`src/sv/tlvp_pkg.sv`:
```
// Shared types and constants of the BER-TLV header parser.
package tlvp_pkg;

	localparam int unsigned DATA_W   = 8;
	localparam int unsigned TAG_W    = 16;
	localparam int unsigned LEN_W    = 24;
	localparam int unsigned TDATA_W  = 56;
	localparam int unsigned TUSER_W  = 2;

	// Parser phases.
	localparam logic [2:0] PH_TAG1  = 3'd0;
	localparam logic [2:0] PH_TAG2  = 3'd1;
	localparam logic [2:0] PH_LEN1  = 3'd2;
	localparam logic [2:0] PH_LENX  = 3'd3;
	localparam logic [2:0] PH_VALUE = 3'd4;
	localparam logic [2:0] PH_SKIP  = 3'd5;

	// Result kinds.
	localparam logic [1:0] KIND_HEADER = 2'd0;
	localparam logic [1:0] KIND_VALUE  = 2'd1;
	localparam logic [1:0] KIND_ERROR  = 2'd2;

	// Error status codes.
	localparam logic [1:0] ST_OK        = 2'd0;
	localparam logic [1:0] ST_TRUNC     = 2'd1;
	localparam logic [1:0] ST_NONMIN    = 2'd2;
	localparam logic [1:0] ST_UNSUP     = 2'd3;

	// Tag and length encoding constants.
	localparam logic [4:0]       TAG_MULTI  = 5'h1f;
	localparam logic [7:0]       LEN_LONG1  = 8'h81;
	localparam logic [7:0]       LEN_LONG2  = 8'h82;
	localparam logic [7:0]       LEN_LONG3  = 8'h83;
	localparam logic [LEN_W-1:0] LEN_MIN1   = 24'h000080;
	localparam logic [LEN_W-1:0] LEN_MIN2   = 24'h000100;
	localparam logic [LEN_W-1:0] LEN_MIN3   = 24'h010000;

	typedef struct packed {
		logic [2:0]       phase;
		logic [TAG_W-1:0] tag_hold;
		logic [1:0]       length_bytes_left;
		logic [1:0]       length_form;
		logic [LEN_W-1:0] length_accum;
		logic [LEN_W-1:0] value_left;
	} parse_state_t;

	typedef struct packed {
		logic [1:0]        result_kind;
		logic [TAG_W-1:0]  tag_value;
		logic [LEN_W-1:0]  length_value;
		logic [DATA_W-1:0] value_byte;
		logic [1:0]        status;
		logic              truncated;
		logic              last;
	} result_t;

endpackage

```
`src/sv/ber_tlv_header_parser.sv`:
```
// Top level of the BER-TLV header parser: input register, parser state, result register.
//
// Usage:
//   The slave stream carries one byte of an encoded string per transaction in
//   s_axis_tdata, with s_axis_tlast on the final byte of the string. The block
//   parses the leading record of each string and sends at most one result per
//   input byte on the master stream: a header (tag and length), a value byte,
//   or an error. m_axis_tuser gives the result kind, m_axis_tlast marks the
//   final result of the record. Bytes after the record or after an error are
//   dropped until the end of the string.
// Flow:
//   The accepting edge loads the byte into the input register. When the result
//   register is free, the parser logic then updates the state and loads the
//   result register. One byte is taken every cycle while the master stream
//   does not stall.
// Reset:
//   arst_n clears the valid flags of both registers and the parser state; the
//   block then expects the first tag byte of a new string.
// Stall:
//   While the result register holds an untaken result and m_axis_tready is
//   low, the input register stops and s_axis_tready drops once it is full.
module ber_tlv_header_parser (
	input  logic                         clk,
	input  logic                         arst_n,
	input  logic                         s_axis_tvalid,
	output logic                         s_axis_tready,
	input  logic [tlvp_pkg::DATA_W-1:0]  s_axis_tdata,  // [7:0] data_byte
	input  logic                         s_axis_tlast,  // end_of_data
	output logic                         m_axis_tvalid,
	input  logic                         m_axis_tready,
	// [15:0] tag_value, [39:16] length_value, [47:40] value_byte,
	// [49:48] status, [50] truncated, [55:51] zero
	output logic [tlvp_pkg::TDATA_W-1:0] m_axis_tdata,
	output logic [tlvp_pkg::TUSER_W-1:0] m_axis_tuser,  // [1:0] result_kind
	output logic                         m_axis_tlast   // last
);
	import tlvp_pkg::*;

	logic              in_valid_s1;
	logic [DATA_W-1:0] in_byte_s1;
	logic              in_eod_s1;
	parse_state_t      state_q;
	parse_state_t      state_nxt;
	logic              res_valid;
	result_t           res;
	logic              out_valid_q;
	result_t           out_q;
	logic              out_free;
	logic              advance;

	assign out_free      = !out_valid_q || m_axis_tready;
	assign advance       = in_valid_s1 && out_free;
	assign s_axis_tready = !in_valid_s1 || out_free;

	always_ff @(posedge clk or negedge arst_n) begin
		if (!arst_n) begin
			in_valid_s1 <= 1'b0;
		end else if (s_axis_tready) begin
			in_valid_s1 <= s_axis_tvalid;
		end
	end

	always_ff @(posedge clk) begin
		if (s_axis_tready && s_axis_tvalid) begin
			in_byte_s1 <= s_axis_tdata;
			in_eod_s1  <= s_axis_tlast;
		end
	end

	tlvp_step u_step (
		.st          (state_q),
		.data_byte   (in_byte_s1),
		.end_of_data (in_eod_s1),
		.nxt         (state_nxt),
		.res_valid   (res_valid),
		.res         (res)
	);

	always_ff @(posedge clk or negedge arst_n) begin
		if (!arst_n) begin
			state_q <= '0;
		end else if (advance) begin
			state_q <= state_nxt;
		end
	end

	always_ff @(posedge clk or negedge arst_n) begin
		if (!arst_n) begin
			out_valid_q <= 1'b0;
		end else if (advance && res_valid) begin
			out_valid_q <= 1'b1;
		end else if (m_axis_tready) begin
			out_valid_q <= 1'b0;
		end
	end

	always_ff @(posedge clk) begin
		if (advance && res_valid) begin
			out_q <= res;
		end
	end

	assign m_axis_tvalid = out_valid_q;
	assign m_axis_tuser  = out_q.result_kind;
	assign m_axis_tlast  = out_q.last;
	assign m_axis_tdata  = {5'b0, out_q.truncated, out_q.status, out_q.value_byte,
		out_q.length_value, out_q.tag_value};

endmodule

```
`src/sv/tlvp_step.sv`:
```
// Next-state and result logic for one input byte of the parser.
module tlvp_step (
	input  tlvp_pkg::parse_state_t    st,
	input  logic [tlvp_pkg::DATA_W-1:0] data_byte,
	input  logic                      end_of_data,
	output tlvp_pkg::parse_state_t    nxt,
	output logic                      res_valid,
	output tlvp_pkg::result_t         res
);
	import tlvp_pkg::*;

	logic             do_err;
	logic [1:0]       err_code;
	logic             do_hdr;
	logic [LEN_W-1:0] hdr_len;
	logic [LEN_W-1:0] acc_new;
	logic [1:0]       left_new;
	logic [LEN_W-1:0] val_new;
	logic             below_min;

	always_comb begin
		nxt       = st;
		res       = '0;
		res_valid = 1'b0;
		do_err    = 1'b0;
		err_code  = ST_OK;
		do_hdr    = 1'b0;
		hdr_len   = '0;
		acc_new   = {st.length_accum[LEN_W-DATA_W-1:0], data_byte};
		left_new  = st.length_bytes_left - 2'd1;
		val_new   = st.value_left - {{(LEN_W-1){1'b0}}, 1'b1};
		unique case (st.length_form)
			2'd1:    below_min = acc_new < LEN_MIN1;
			2'd2:    below_min = acc_new < LEN_MIN2;
			default: below_min = acc_new < LEN_MIN3;
		endcase

		unique case (st.phase)
			PH_TAG2: begin
				nxt.tag_hold = {st.tag_hold[DATA_W-1:0], data_byte};
				if (end_of_data) begin
					do_err   = 1'b1;
					err_code = ST_TRUNC;
				end else begin
					nxt.phase = PH_LEN1;
				end
			end
			PH_LEN1: begin
				if (!data_byte[DATA_W-1]) begin
					do_hdr  = 1'b1;
					hdr_len = {{(LEN_W-DATA_W){1'b0}}, data_byte};
				end else if (data_byte == LEN_LONG1 || data_byte == LEN_LONG2 ||
						data_byte == LEN_LONG3) begin
					nxt.length_form       = data_byte[1:0];
					nxt.length_bytes_left = data_byte[1:0];
					nxt.length_accum      = '0;
					if (end_of_data) begin
						do_err   = 1'b1;
						err_code = ST_TRUNC;
					end else begin
						nxt.phase = PH_LENX;
					end
				end else begin
					do_err   = 1'b1;
					err_code = ST_UNSUP;
				end
			end
			PH_LENX: begin
				nxt.length_accum      = acc_new;
				nxt.length_bytes_left = left_new;
				if (left_new != 2'd0) begin
					if (end_of_data) begin
						do_err   = 1'b1;
						err_code = ST_TRUNC;
					end
				end else if (below_min) begin
					do_err   = 1'b1;
					err_code = ST_NONMIN;
				end else begin
					do_hdr  = 1'b1;
					hdr_len = acc_new;
				end
			end
			PH_VALUE: begin
				res_valid       = 1'b1;
				res.result_kind = KIND_VALUE;
				res.value_byte  = data_byte;
				nxt.value_left  = val_new;
				if (val_new == '0) begin
					res.last  = 1'b1;
					nxt.phase = end_of_data ? PH_TAG1 : PH_SKIP;
				end else if (end_of_data) begin
					res.truncated = 1'b1;
					res.last      = 1'b1;
					nxt.phase     = PH_TAG1;
				end
			end
			PH_SKIP: begin
				if (end_of_data) begin
					nxt.phase = PH_TAG1;
				end
			end
			default: begin
				// First tag byte; unused phase codes land here as well.
				nxt.tag_hold = {{(TAG_W-DATA_W){1'b0}}, data_byte};
				if (end_of_data) begin
					do_err   = 1'b1;
					err_code = ST_TRUNC;
				end else if (data_byte[4:0] == TAG_MULTI) begin
					nxt.phase = PH_TAG2;
				end else begin
					nxt.phase = PH_LEN1;
				end
			end
		endcase

		if (do_err) begin
			res_valid       = 1'b1;
			res.result_kind = KIND_ERROR;
			res.status      = err_code;
			res.last        = 1'b1;
			nxt.phase       = end_of_data ? PH_TAG1 : PH_SKIP;
		end

		if (do_hdr) begin
			res_valid        = 1'b1;
			res.result_kind  = KIND_HEADER;
			res.tag_value    = st.tag_hold;
			res.length_value = hdr_len;
			if (hdr_len == '0) begin
				res.last  = 1'b1;
				nxt.phase = end_of_data ? PH_TAG1 : PH_SKIP;
			end else if (end_of_data) begin
				res.truncated = 1'b1;
				res.last      = 1'b1;
				nxt.phase     = PH_TAG1;
			end else begin
				nxt.value_left = hdr_len;
				nxt.phase      = PH_VALUE;
			end
		end
	end

endmodule

```
`config.mk`:
```
export PLATFORM = sky130hd
export DESIGN_NAME = ber_tlv_header_parser
export DESIGN_NICKNAME = d
export VERILOG_FILES = /design/src/sv/tlvp_pkg.sv /design/src/sv/ber_tlv_header_parser.sv /design/src/sv/tlvp_step.sv
export SDC_FILE = /design/constraint.sdc
export NUM_CORES = 1
export LEC_CHECK = 0
export BUFFER_PORTS_ARGS = -buffer_cell sky130_fd_sc_hd__buf_4
export CORE_ASPECT_RATIO = 2
export CORE_MARGIN = 1
export CORE_UTILIZATION = 35
export CTS_BUF_LIST = sky130_fd_sc_hd__clkbuf_4
export CTS_CLUSTER_DIAMETER = 120
export DETAILED_ROUTE_END_ITERATION = 7
export PLACE_DENSITY = 0.57
export SLEW_MARGIN = 20
export SYNTH_ARGS = -nofsm -noshare
export SYNTH_HDL_FRONTEND = slang
export SYNTH_HIERARCHICAL = 1
export SYNTH_SLANG_ARGS = --single-unit
export TNS_END_PERCENT = 30
```
`constraint.sdc`:
```
create_clock -name clk -period 4.5 [get_ports clk]
set_input_delay 0.225 -clock clk [delete_from_list [all_inputs] [get_ports clk]]
set_output_delay 0.225 -clock clk [all_outputs]
set_load 0.01 [all_outputs]
```
* Word level (Yosys, flattened, before mapping)
Index checks and enable logic that the tools add are counted.
Storage, ports and cells: register bits 128, input port bits 13, output and inout port bits 61, logic and storage cells 124
Operators by class: add/sub/neg operators 2, magnitude comparators 3, equal/unequal tests 19, multiplexer cells 60, bitwise logic cells 1, reductions and logical operators 21
Operator list (number):
- 2-to-1 mux 24 bit | 6
- case mux 16 bit (2 select lines) | 2
- 2-to-1 mux 28 bit | 2
- zero test 24 bit | 2
- case mux 24 bit (2 select lines) | 1
- 2-to-1 mux 3 bit | 12
- == test 8 bit (second input constant) | 3
- < comparator 24 x 17 -> 1 bit (second input constant) | 1
- < comparator 24 x 8 -> 1 bit (second input constant) | 1
- < comparator 24 x 9 -> 1 bit (second input constant) | 1
- subtractor 24 x 1 -> 24 bit (second input constant) | 1
- 2-to-1 mux 1 bit | 20
- 2-to-1 mux 2 bit | 10
- case mux 3 bit (5 select lines) | 1
- inequality test 4 x 2 -> 1 bit (second input constant) | 3
- AND reduction 4 bit | 2
- 2-to-1 mux 7 bit | 1
- AND reduction 7 bit | 1
- == test 3 x 2 -> 1 bit (second input constant) | 2
- == test 3 bit (second input constant) | 2
- case mux 2 bit (3 select lines) | 1
- nonzero test 2 bit | 3
- == test 5 bit (second input constant) | 1
- inequality test 5 x 1 -> 1 bit (second input constant) | 1
- other kinds (18) | 26

* Logic depth before layout (Yosys ltp)
Gate-level depths: netlist of the first run.
depth in word-level cells 10, mapped depth 11

* Cells and area by module
Netlist of the first run, hierarchy kept.
Modules (own cells, without submodules):
- ber_tlv_header_parser | times used 1, cells an instance 229, area each 4959.8 µm², seq. area each 3718.6 µm²
- tlvp_step | times used 1, cells an instance 381, area each 2237.1 µm², seq. area each 0.0 µm²

* Worst setup path after synthesis of the first run
No wires, ideal clock.
path kind register to register, start register state_q[70] (netlist name), end register out_q (netlist bit m_axis_tdata[0]), enable pin, data arrival time 3.935 ns, slack 0.099 ns, cell stages (with the launch flop) 10, cells stage by stage dfrtp_1 inv_2 ha_1 nand2_1 nor3_1 o311a_1 nor2_2 nand3_1 nand2_1 nor2_1
Between the ends: longest elaborated chain between the ends 6, elaborated cells between the ends (all ways) 11, classes of those cells eq/ne: 4; mux: 5; reduce/logical: 2
Ends and longest elaborated chain:
- from (decl) | line ber_tlv_header_parser.sv:42 | parse_state_t state_q;
- from (signal assigned) | line ber_tlv_header_parser.sv:83 | state_q <= state_nxt;
- == test 3 bit | line tlvp_step.sv:38 | unique case (st.phase)
- OR reduction 2 bit (no source line)
- case mux 1 bit (3 select lines) | line tlvp_step.sv:38
- 2-to-1 mux 1 bit | line tlvp_step.sv:117 | if (do_err) begin
- 2-to-1 mux 1 bit * | line tlvp_step.sv:125 | if (do_hdr) begin
- via res_valid | line ber_tlv_header_parser.sv:44 | logic res_valid;
- logical AND 1 bit * | line ber_tlv_header_parser.sv:98 | if (advance && res_valid) begin
- to (signal assigned) | line ber_tlv_header_parser.sv:99 | out_q <= res;
- to (decl) | line ber_tlv_header_parser.sv:47 | result_t out_q;
The timed path passes the listed nets; every way through them passes the cells marked *. A chain may end at the register's enable or synchronous reset.

==> impl_metrics.ini, run 1 <==
[run_status]
status = finished, final reports clean

[grt]
gr-usage-met3_pct = 3.88
antenna_found_initial = 1
met1_usage_pct = 18.7
met2_usage_pct = 33.6
top_usage_layer = met2
grt.overflow.total = 0
grt_pass1_wl_um = 27600
first_global_vias = 5016
track_usage_pct = 18.7
grt_max_degree = 66

[clocking]
path_clk_slew_ns = 0.11
tritoncts = done
clk_latency_ns = 0.55
cts_made_buffers = 17
cts_max_level = 4
cts_sinks = 128
cts_buffer_depth = 2
postCtsSetupRepairBufs = 0
root_buffer = clkbuf_4

[floorplanning]
rows = 71
coreArea_um2 = 18900
die-width_um = 101
initial_utilization_pct = 36.0
die_h_um = 199
die-area_um2 = 20000
io_pins = 74

[yosys]
synth_warnings = 6
syn_inst = 586
syn_area_um2 = 6810
syn_avg_cell_area_um2 = 11.6

[setup_path]
worstSetupEndpointType = flip-flop
cp_data_arrival_time_ns = 4.09
critPathLaunchType = flip-flop
required_ns = 4.94
worstSetupPathType = flip-flop to flip-flop
path_max_fanout = 25

[sta]
setup_viol = 0
finalHoldViolations = 0
hold_ws_ns = 0.343
fmax_mhz = 274
maxSlewViolCount = 0
tns_ns = 0
period_minus_slack_ns = 3.65
maxSlewHeadroom_pct = 40.8
min_period_over_period_pct = 81.1
rsz0062_at_grt = false
tightestPinTransition_ns = 0.889
skew_ns = 0.0173

[route]
ant_nets = 0
drcViolationCount = 0
first_pass_iters = 4
viasPerCell = 5.13
wl_per_cell_um = 18.8
wirelength_um = 17500
vias = 4767
drt_iter0_markers = 236

[placed_design]
gp_congestion = 0.914
placedCellCount = 885
hpwl_um = 12300
port_buffers = 68

[power]
p_per_area_nw_per_um2 = 587
leakage_nw = 3.47
ir_drop_mv = 0.163

[layout]
nets = 680
final_cell_mix = buf_4 (76), dfrtp_1 (65), edfxtp_1 (63)
synthToLayoutAreaGrowth_pct = 16.9
final_cells = 930
layout-drive-gt1-share_pct = 27.9
layout_commonest_cell = buf_4
n_fill_cell = 1814

[run]
cap_violations = 0

[hold_path]
worstHoldPathType = primary input to async pin
routing by layer:
| layer | routed length (um) | vias to the layer above |
|---|---|---|
| met1 | 6290 | 2381 |
| met4 | 1080 | 0 |
| met3 | 527 | 44 |
| met2 | 9620 | 129 |
| li1 | - | 2213 |
| met5 | 0 | - |
final cells by class:
type                            instances  area (um2)  area share (%)
Sequential cell                       128        3520            44.2
Multi-Input combinational cell        399        3000            37.7
Timing Repair Buffer                   89         711            8.93
Clock inverter                         13         169            2.12
Tap cell                              255         319            4.01
Inverter                               26        97.6            1.23
Antenna cell                            1        2.50          0.0314
Clock buffer                           19         143            1.79
through the flow:
step           total power, mW  utilization [%]  cell area (um2)  setup slack, ns
2_1_floorplan             3.23                -             6820           0.0990
3_3_place_gp              3.75             39.7             7520             1.07
3_5_place_dp              3.79             39.7             7520            0.939
4_1_cts                   4.70             42.0             7950            0.916
5_1_grt                   4.97             42.1             7960            0.565
6_report                  4.67             42.1             7960            0.851
registers in the layout, summed over array words and instances (netlist names):
| name | cells |
|---|---|
| m_axis_tlast | 1 |
| in_valid_s1 | 1 |
| in_eod_s1 | 1 |
| m_axis_tuser | 2 |
| m_axis_tdata | 51 |
| state_q | 63 |
| in_byte_s1 | 8 |
| m_axis_tvalid | 1 |
where the power goes:
group | total, mW | switching [mW] | internal (mW)
clock network | 0.883 | 0.439 | 0.444
registers | 1.93 | 0.334 | 1.60
logic | 1.86 | 0.953 | 0.905
total | 4.67 | 1.73 | 2.95
path summary, 6_finish.rpt:
check                                 from  depth (start not counted)       endpoint  slack (ns)
min reg2reg                    state_q[60]                          1    state_q[60]        0.52
min in group clk           s_axis_tdata[2]                          2  in_byte_s1[2]        0.40
max in group asynchronous           arst_n                          2    state_q[26]        3.57
min                                 arst_n                          2     state_q[4]        0.34
max                            state_q[70]                         11    state_q[18]        0.85
max reg2reg                    state_q[70]                         11    state_q[18]        0.85
worst max-delay path: stages, from the launching register on:
cell     delay (ns)
dfrtp_1        0.47
inv_2          0.13
ha_1           0.27
nand2_1        0.10
nor3_2         0.11
buf_4          0.27
o311a_1        0.50
o21ai_1        0.20
a21oi_2        0.69
buf_4          0.36
o21ai_0        0.14
mux2_4         0.28
repair_timing:
action | in CTS | in global routing
resized for setup | 0 | 0
endpoints found under the hold margin | 76 | 0
hold buffers | 12 | 0
(Power assumes the default switching activity.)
==> run 2, diff against run 1 <==
--- a/config.mk
+++ b/config.mk
@@ -12,7 +12,7 @@
 export CTS_BUF_LIST = sky130_fd_sc_hd__clkbuf_4
 export CTS_CLUSTER_DIAMETER = 120
 export DETAILED_ROUTE_END_ITERATION = 7
-export PLACE_DENSITY = 0.57
+export PLACE_DENSITY = 0.55
 export SLEW_MARGIN = 20
 export SYNTH_ARGS = -nofsm -noshare
 export SYNTH_HDL_FRONTEND = slang
==> constraint.sdc (replaced) <==
create_clock -name clk -period 3.5 [get_ports clk]
set_input_delay 0.175 -clock clk [delete_from_list [all_inputs] [get_ports clk]]
set_output_delay 0.175 -clock clk [all_outputs]
set_load 0.01 [all_outputs]
==> run 2 against run 1 <==
Setup slack lost 0.36 ns. Fmax grew 21%. Clock skew grew 0.0013 ns. Sequential cell count is the same. Final area grew 0.47%. Die area is the same. Core utilization grew 0.20 points. Hold slack lost 0.087 ns. Power grew 26%. Cell count grew 1.2%. Highest routed layer unchanged.
==> impl_metrics.ini, run 2 (synthesized netlist as in run 1, its figures left out) <==
[run_status]
status = finished, final reports clean

[power]
p_per_area_nw_per_um2 = 737
leakage_nw = 3.49
ir_drop_mv = 0.229

[grt]
grt_max_degree = 66
grt.overflow.total = 0
grt_pass1_wl_um = 28000
antenna_found_initial = 1
track_usage_pct = 19.2
first_global_vias = 4983

[route]
first_pass_iters = 4
vias = 4770
wl_per_cell_um = 19.2
drt_iter0_markers = 257
viasPerCell = 5.07
drcViolationCount = 0
ant_nets = 0
wirelength_um = 18000

[setup_path]
worstSetupPathType = flip-flop to flip-flop
cp_data_arrival_time_ns = 3.47
required_ns = 3.97
path_max_fanout = 41
critPathLaunchType = flip-flop
worstSetupEndpointType = flip-flop

[layout]
nets = 691
synthToLayoutAreaGrowth_pct = 17.5
largest_register_ffs = 63
postLayoutCoreUtil_pct = 42.3
regMostFlops = state_q
layout_commonest_cell = buf_4
final_cell_mix = buf_4 (85), dfrtp_1 (65), edfxtp_1 (63)
layout-drive-gt1-share_pct = 29.2
stdcell_area_um2 = 8000

[floorplanning]
rows = 71
die-width_um = 101
initial_utilization_pct = 36.0
coreArea_um2 = 18900
io_pins = 74
die-area_um2 = 20000
die_h_um = 199

[sta]
fmax_mhz = 333
rsz0062_at_grt = false
skew_ns = 0.0186
setup_viol = 0
maxSlewViolCount = 0
period_minus_slack_ns = 3.00
tns_ns = 0
finalHoldViolations = 0
hold_ws_ns = 0.256
maxSlewHeadroom_pct = 39.8
tightestPinTransition_ns = 0.903
min_period_over_period_pct = 85.8

[clocking]
tritoncts = done
cts_buffer_depth = 2
path_clk_slew_ns = 0.12
root_buffer = clkbuf_4
cts_resized = 0
clk_latency_ns = 0.57
postCtsSetupRepairBufs = 0
cts_made_buffers = 17
cts_sinks = 128
cts_max_level = 4

[placed_design]
place_area_um2 = 7610
port_buffers = 68
hpwl_um = 12800
gp_congestion = 0.897

[run]
cap_violations = 0

[hold_path]
worstHoldPathType = primary input to async pin
## run 2: path summary, 6_finish.rpt
check,end,cells past startpoint,start,slack (ns)
worst max-delay path,state_q[8],10,state_q[70],0.50
max in group asynchronous,state_q[26],2,arst_n,2.63
worst min register to register,state_q[61],1,state_q[61],0.52
worst min-delay path,state_q[66],2,arst_n,0.26
min in group clk,in_byte_s1[1],2,s_axis_tdata[1],0.33
worst max register to register,state_q[8],10,state_q[70],0.50
## run 2: power breakdown
part	total (mW)	internal, mW	switching, mW
clock network	0.950	0.356	0.594
logic	2.49	1.19	1.29
registers	2.45	2.05	0.400
## run 2: area by class of cell
cell class | count | area, um2
Sequential cell | 128 | 3520
Antenna cell | 1 | 2.50
Inverter | 26 | 97.6
Fill cell | 1817 | 10900
Clock inverter | 14 | 120
Multi-Input combinational cell | 399 | 2990
Timing Repair Buffer | 100 | 808
Clock buffer | 18 | 135
Tap cell | 255 | 319
## run 2: what timing repair did
action	4_1_cts	5_1_grt
hold endpoints to repair	76	0
hold buffers	13	0
endpoints found under the setup margin	0	0
## run 2: stage by stage
| stage | setup WS, ns | std cells | power [mW] |
|---|---|---|---|
| floorplan | 0.587 | 590 | 4.15 |
| global placement | 0.595 | 895 | 4.90 |
| detailed placement | 0.511 | 895 | 4.95 |
| CTS | 0.506 | 940 | 5.95 |
| global route | 0.346 | 941 | 6.28 |
| finish | 0.496 | 941 | 5.89 |
## run 2: critical path: stages, from the launching register on
cell,delay (ns)
dfrtp_1,0.48
inv_2,0.12
ha_1,0.28
nand2_1,0.09
nor3_2,0.18
o311a_1,0.47
o21ai_1,0.20
a21oi_2,0.21
buf_12,0.23
mux2_2,0.36
mux2_4,0.26
## run 2: layer usage
metal	vias to the layer above	GRT usage (%)	wire length (um)
li1	2236	-	-
met3	34	3.60	475
met5	-	0	0
met2	109	36.3	10100
met1	2391	19.2	6590
met4	0	11.0	853
